File: src/rtl/pedd_pkg.sv
// types, constants and commands for the palette error diffusion dither
`default_nettype none
package pedd_pkg;

  localparam int DEF_MAX_WIDTH     = 2048;
  localparam int DEF_PALETTE_DEPTH = 256;

  localparam int CFG_IDX_W  = 1;
  localparam int CFG_DATA_W = 12;
  localparam int PSIZE_W    = 9;
  localparam int LWIDTH_W   = 12;
  localparam int COLOR_W    = 8;
  localparam int COLUMN_W   = 11;
  localparam int CHAN_W     = 8;

  localparam logic [PSIZE_W-1:0]  PSIZE_RESET  = 9'd2;
  localparam logic [LWIDTH_W-1:0] LWIDTH_RESET = 12'd640;

  localparam logic [CFG_IDX_W-1:0] REG_PALETTE_SIZE = 1'd0;
  localparam logic [CFG_IDX_W-1:0] REG_LINE_WIDTH   = 1'd1;

  typedef enum logic [1:0] {
    KIND_PALETTE = 2'd0,
    KIND_PIXEL   = 2'd1,
    KIND_FRAME   = 2'd2
  } kind_e;

  typedef enum logic [3:0] {
    ST_IDLE,
    ST_RD_CUR,
    ST_CORR,
    ST_SEARCH,
    ST_DRAIN,
    ST_ERR,
    ST_SHARE,
    ST_RMW_RD,
    ST_RMW_WR,
    ST_OUT
  } state_e;

  typedef struct packed {
    logic capture;
    logic pal_load;
    logic frame_clr;
    logic rd_cur;
    logic corr;
    logic search_issue;
    logic err_calc;
    logic share_calc;
    logic rmw_rd;
    logic rmw_wr;
    logic finish;
  } ctrl_cmd_t;

  typedef struct packed {
    logic issue_last;
    logic pipe_idle;
    logic tgt_last;
    logic out_free;
  } ctrl_stat_t;

endpackage
`default_nettype wire

File: src/rtl/pedd_ctrl.sv
// sequencing state machine for one item at a time
`default_nettype none
module pedd_ctrl
  import pedd_pkg::*;
(
  input  wire logic       clk_i,
  input  wire logic       rst_ni,
  input  wire logic       in_valid_i,
  input  wire logic [1:0] kind_i,
  input  ctrl_stat_t      stat_i,
  output logic            in_stall_o,
  output ctrl_cmd_t       cmd_o
);

  state_e state_q, state_d;

  // state register
  always_ff @(posedge clk_i or negedge rst_ni) begin
    if (!rst_ni) begin
      state_q <= ST_IDLE;
    end else begin
      state_q <= state_d;
    end
  end

  // next state and commands
  always_comb begin
    state_d    = state_q;
    cmd_o      = '0;
    in_stall_o = (state_q != ST_IDLE);
    unique case (state_q)
      ST_IDLE: begin
        if (in_valid_i) begin
          case (kind_e'(kind_i))
            KIND_PALETTE: cmd_o.pal_load = 1'b1;
            KIND_PIXEL: begin
              cmd_o.capture = 1'b1;
              state_d       = ST_RD_CUR;
            end
            KIND_FRAME: cmd_o.frame_clr = 1'b1;
            default: ;
          endcase
        end
      end
      ST_RD_CUR: begin
        cmd_o.rd_cur = 1'b1;
        state_d      = ST_CORR;
      end
      ST_CORR: begin
        cmd_o.corr = 1'b1;
        state_d    = ST_SEARCH;
      end
      ST_SEARCH: begin
        cmd_o.search_issue = 1'b1;
        if (stat_i.issue_last) state_d = ST_DRAIN;
      end
      ST_DRAIN: begin
        if (stat_i.pipe_idle) state_d = ST_ERR;
      end
      ST_ERR: begin
        cmd_o.err_calc = 1'b1;
        state_d        = ST_SHARE;
      end
      ST_SHARE: begin
        cmd_o.share_calc = 1'b1;
        state_d          = ST_RMW_RD;
      end
      ST_RMW_RD: begin
        cmd_o.rmw_rd = 1'b1;
        state_d      = ST_RMW_WR;
      end
      ST_RMW_WR: begin
        cmd_o.rmw_wr = 1'b1;
        state_d      = stat_i.tgt_last ? ST_OUT : ST_RMW_RD;
      end
      ST_OUT: begin
        if (stat_i.out_free) begin
          cmd_o.finish = 1'b1;
          state_d      = ST_IDLE;
        end
      end
      default: state_d = ST_IDLE;
    endcase
  end

endmodule
`default_nettype wire

File: config.mk
export PLATFORM = sky130hd
export DESIGN_NAME = pedd_ctrl
export DESIGN_NICKNAME = d
export VERILOG_FILES = /design/src/rtl/pedd_pkg.sv /design/src/rtl/pedd_ctrl.sv
export SDC_FILE = /design/constraint.sdc
export NUM_CORES = 1
export LEC_CHECK = 0
export BUFFER_PORTS_ARGS = -buffer_cell sky130_fd_sc_hd__buf_2
export CORE_AREA = 2 2 39 41
export DETAILED_ROUTE_END_ITERATION = 8
export DIE_AREA = 0 0 41 43
export GPL_TIMING_DRIVEN = 0
export SLEW_MARGIN = 20
export SYNTH_ARGS = -nofsm -noshare
export SYNTH_HDL_FRONTEND = slang
export SYNTH_SLANG_ARGS = --single-unit
export TNS_END_PERCENT = 1
File: constraint.sdc
create_clock -name clk_i -period 4.1 [get_ports clk_i]
set_input_delay 0.82 -clock clk_i [delete_from_list [all_inputs] [get_ports clk_i]]
set_output_delay 0.82 -clock clk_i [all_outputs]
set_load 0.02 [all_outputs]
* After elaboration in Yosys (flattened, before gate mapping)
Index checks and enable logic that the tools add are counted.
W data, S select, Z words.
** Word-level totals
- Register bits :: 4
- Latch bits :: 0
- Memory bits (writable) :: 0
- Bits in read-only memories :: 0
- Input port bits :: 9
- Output and inout bits :: 12
- Word-level logic and storage cells :: 42
- Memories :: 0
** Operators by class
- $add $sub $neg :: 0
- Multipliers :: 0
- Div/mod/pow operators :: 0
- Order comparisons :: 0
- Equal/unequal tests :: 16
- Shift operators :: 0
- Mux-type cells :: 21
- Bitwise logic cells :: 0
- Reductions and logical operators :: 4
** Operators by type and width (count)
- $pmux W4 S10 :: 1
- $mux W4 :: 6
- $eq A4 B3 Y1 const B :: 4
- $mux W1 :: 12
- $eq A4 B2 Y1 const B :: 2
- $eq A4 B4 Y1 const B :: 2
- $ne A2 B2 Y1 const B :: 4
- $mux W3 :: 2
- $reduce_and A5 Y1 :: 1
- $eq A4 B1 Y1 const B :: 1
- $logic_not A4 Y1 :: 1
- $reduce_bool A4 Y1 :: 1
- $eq A2 B1 Y1 const B :: 1
- $eq A2 B2 Y1 const B :: 1
- $logic_not A2 Y1 :: 1
- $ne A2 B1 Y1 const B :: 1

* Longest topological paths before layout
- Word-level depth :: 4
- Depth in mapped cells :: 5
- Gate-level depth less buffers :: 4

* Least setup slack after synthesis
Ideal clock, no wire load.
- Path type :: flip-flop to output port
- Start :: register state_q[1]
- End :: output port cmd_o[10] (netlist name)
- Data arrival time :: 1518 ps
- Data required time :: 3280 ps
- Slack :: 1762 ps
- Cell stages (with the launch flop) :: 5
- Buffers on the path :: 1
- Cell sequence :: dfrtp_1 buf_2 nor4_2 nand2_1 nor3b_1
** RTL lines
- from (decl) :: RTL line pedd_ctrl.sv:15 : state_e state_q, state_d;
- from (signal assigned) :: RTL line pedd_ctrl.sv:22 : state_q <= state_d;
- to (decl) :: RTL line pedd_ctrl.sv:12 : output ctrl_cmd_t cmd_o

==> metrics.csv <==
metric;value;unit
layout_min_cycle_time;2542;ps
critPathTopFamily;simple AND/OR/NAND/NOR gates;
switching_share;49.32;%
p_clk_share;12.1;%
hold_viol_final;0;
layout_top_registers;state_q: 4 flops;
cp.buffers_inverters;2;
syn_to_final_growth;36.08;%
ys_warn_count;0;
required;3280;ps
antenna_found_initial;0;
synth.net_count;58;
arrival;1720;ps
clockRootBuffer;clkbuf_4;
rows;14;
p_leak;0.2697;nW
synth-seq-area-share;25.32;%
cts_hold_buf;0;
crit_chain;buf_2 -> nor4_2 -> nand2_1 -> nor3b_1 -> buf_2;
synthesis.area;395.4;sq um
post_route_cells_drive_above_1_share;43.06;%
place_congestion;0.7337;
comb_power_share;71.6;%
p_switching;0.2054;mW
post_cts.repair.setup_buffers;0;
routedWlPerCell;11.59;um
path_clk_slew;40;ps
wl;1020;um
first_global_vias;402;
antennaDiodeCount;0;
largest_reg_flops;4;
vias;452;
slew_headroom;68.97;%
grt_max_degree;11;
drv_cap;0;
slowest_delay;390;ps
avgSynthCellArea;8.069;sq um
worst_r2r_path_depth;4;
rsz0062_at_grt;false;
slew_violations;0;
initial_utilization;28.57;%
dr.pass1.iters;5;
viasPerCell;5.136;
port_buffers;20;
r2r_slack;2620;ps
drc;0;
setup_viol;0;
die_x;41;um
grt_usage;13.37;%
p_per_area;774.0;nW/um^2
clk_latency;240;ps
cts_buffer_depth;2;
synth.distinct_cells;23;
grt_pass1_wl;1593;um
crit_type;reg -> out;
ys_ff_latch;4;
h-tree-depth;1;
cp_slowest_cell;nor4_2;
top_register;state_q;
r2r-start;state_q[1];
cts_sinks;4;
fmax;0.3935;GHz
core_area;1384;sq um
initialDrtViolationCount;8;
fin_nets;83;
endpoint_kind;primary output;
cts_resized;0;
p_seq_share;16.3;%
tightestPinTransition;465.4;ps
fp.dieH;43;um
dpl.hpwl;753.2;um
dieArea;1763;sq um
irDropWorstVdd;243.1;uV
crit_path_start_kind;register;
hold_class;in -> async;
syn-instance-count;49;
postRouteAntennaNets;0;
post-route-period-util;61.99;%
cts_inserted_buffers;3;
p_int;0.2111;mW
outcome;complete, no violations;
r2r-end;state_q[2];
dp_cells;85;
finalNonFillerCells;88;
gr-total-overflow;0;
cpMostUsedCell;buf_2;
setup-tns-final;0;ps
cts_tree;built;
fin_skew;1.049;ps
path_max_fanout;10;
num_io_pins;21;
==> logic make-up (layout without fill, tap and decap cells) <==
| logic type | count (synthesis) | after routing | share of synthesized area (%) |
|---|---|---|---|
| AND/OR/NAND/NOR | 23 | 23 | 36.08 |
| AO/OA/AOI/OAI | 11 | 11 | 20.25 |
| flip-flops | 4 | 4 | 25.32 |
| buffers and inverters | 9 | 32 | 12.97 |
| multiplexers | 2 | 2 | 5.380 |
==> Yosys cell counts, drive strengths merged <==
master / count / share of area (%)
o21a: 1 / 1.9
nand2b: 3 / 8.5
a21boi: 2 / 3.8
o22ai: 1 / 1.6
nor3: 6 / 7.6
o32ai: 2 / 4.4
nand3b: 1 / 1.9
inv: 5 / 4.7
o31a: 1 / 2.2
nand2: 5 / 4.7
nor2: 3 / 2.8
a222oi: 1 / 2.5
buf: 4 / 8.2
mux2i: 1 / 2.5
dfrtp: 4 / 25
mux2: 1 / 2.8
o21ai: 3 / 3.8
nor4: 2 / 4.7
or4: 1 / 1.9
nor3b: 2 / 3.8
==> metrics by stage <==
step	hold slack [ps]	total power [mW]	cell area (sq um)	setup WS, ps	utilization (%)
detailed placement	612.9	0.3674	515.5	1811	37.25
finish	376.1	0.4164	538.0	1558	38.88
global route	369.4	0.4547	538.0	1385	38.88
floorplan	524.4	0.2966	395.4	1762	-
CTS	372.6	0.4194	538.0	1546	38.88
global placement	618.5	0.3676	515.5	1835	37.25
==> cell usage in the layout (no fill, tap or decap), types with 3 or more instances in the layout <==
cell type / count
nor3_1: 6
inv_1: 5
o21ai_0: 3
nor2_1: 3
nand2_1: 5
buf_2: 22
clkbuf_4: 3
dfrtp_1: 4
==> how the worst max path moves through the flow <==
stage,depth (start not counted),end,slack (ps),start
floorplan,4,cmd_o[10],1760,state_q[1]
global placement,5,cmd_o[10],1830,state_q[0]
detailed placement,5,cmd_o[10],1810,state_q[1]
CTS,5,cmd_o[10],1550,state_q[1]
global route,5,cmd_o[8],1380,state_q[1]
finish,5,cmd_o[10],1560,state_q[1]
==> final cells by class <==
cell class,count,area (sq um)
Buffer,4,32.53
Timing Repair Buffer,20,100.1
Tap cell,16,20.02
Inverter,5,18.77
Fill cell,153,845.8
Sequential cell,4,100.1
Clock buffer,3,22.52
Multi-Input combinational cell,36,244.0
==> power by group through the flow <==
| stage | registers (mW) | logic [mW] | clock network, mW |
|---|---|---|---|
| floorplan | 0.0666 | 0.230 | 0 |
| global placement | 0.0686 | 0.299 | 0 |
| detailed placement | 0.0686 | 0.299 | 0 |
| CTS | 0.0681 | 0.300 | 0.0518 |
| global route | 0.0697 | 0.330 | 0.0550 |
| finish | 0.0679 | 0.298 | 0.0503 |
==> per-layer routing <==
layer / GRT usage, % / wire, um / vias to the layer above
li1: - / - / 225
met1: 16.77 / 477 / 212
met2: 18.75 / 475 / 13
met3: 6.283 / 58 / 2
met4: 6.000 / 9 / 0
met5: 0 / 0 / -
No activity file was read; power rests on OpenSTA's default activity.
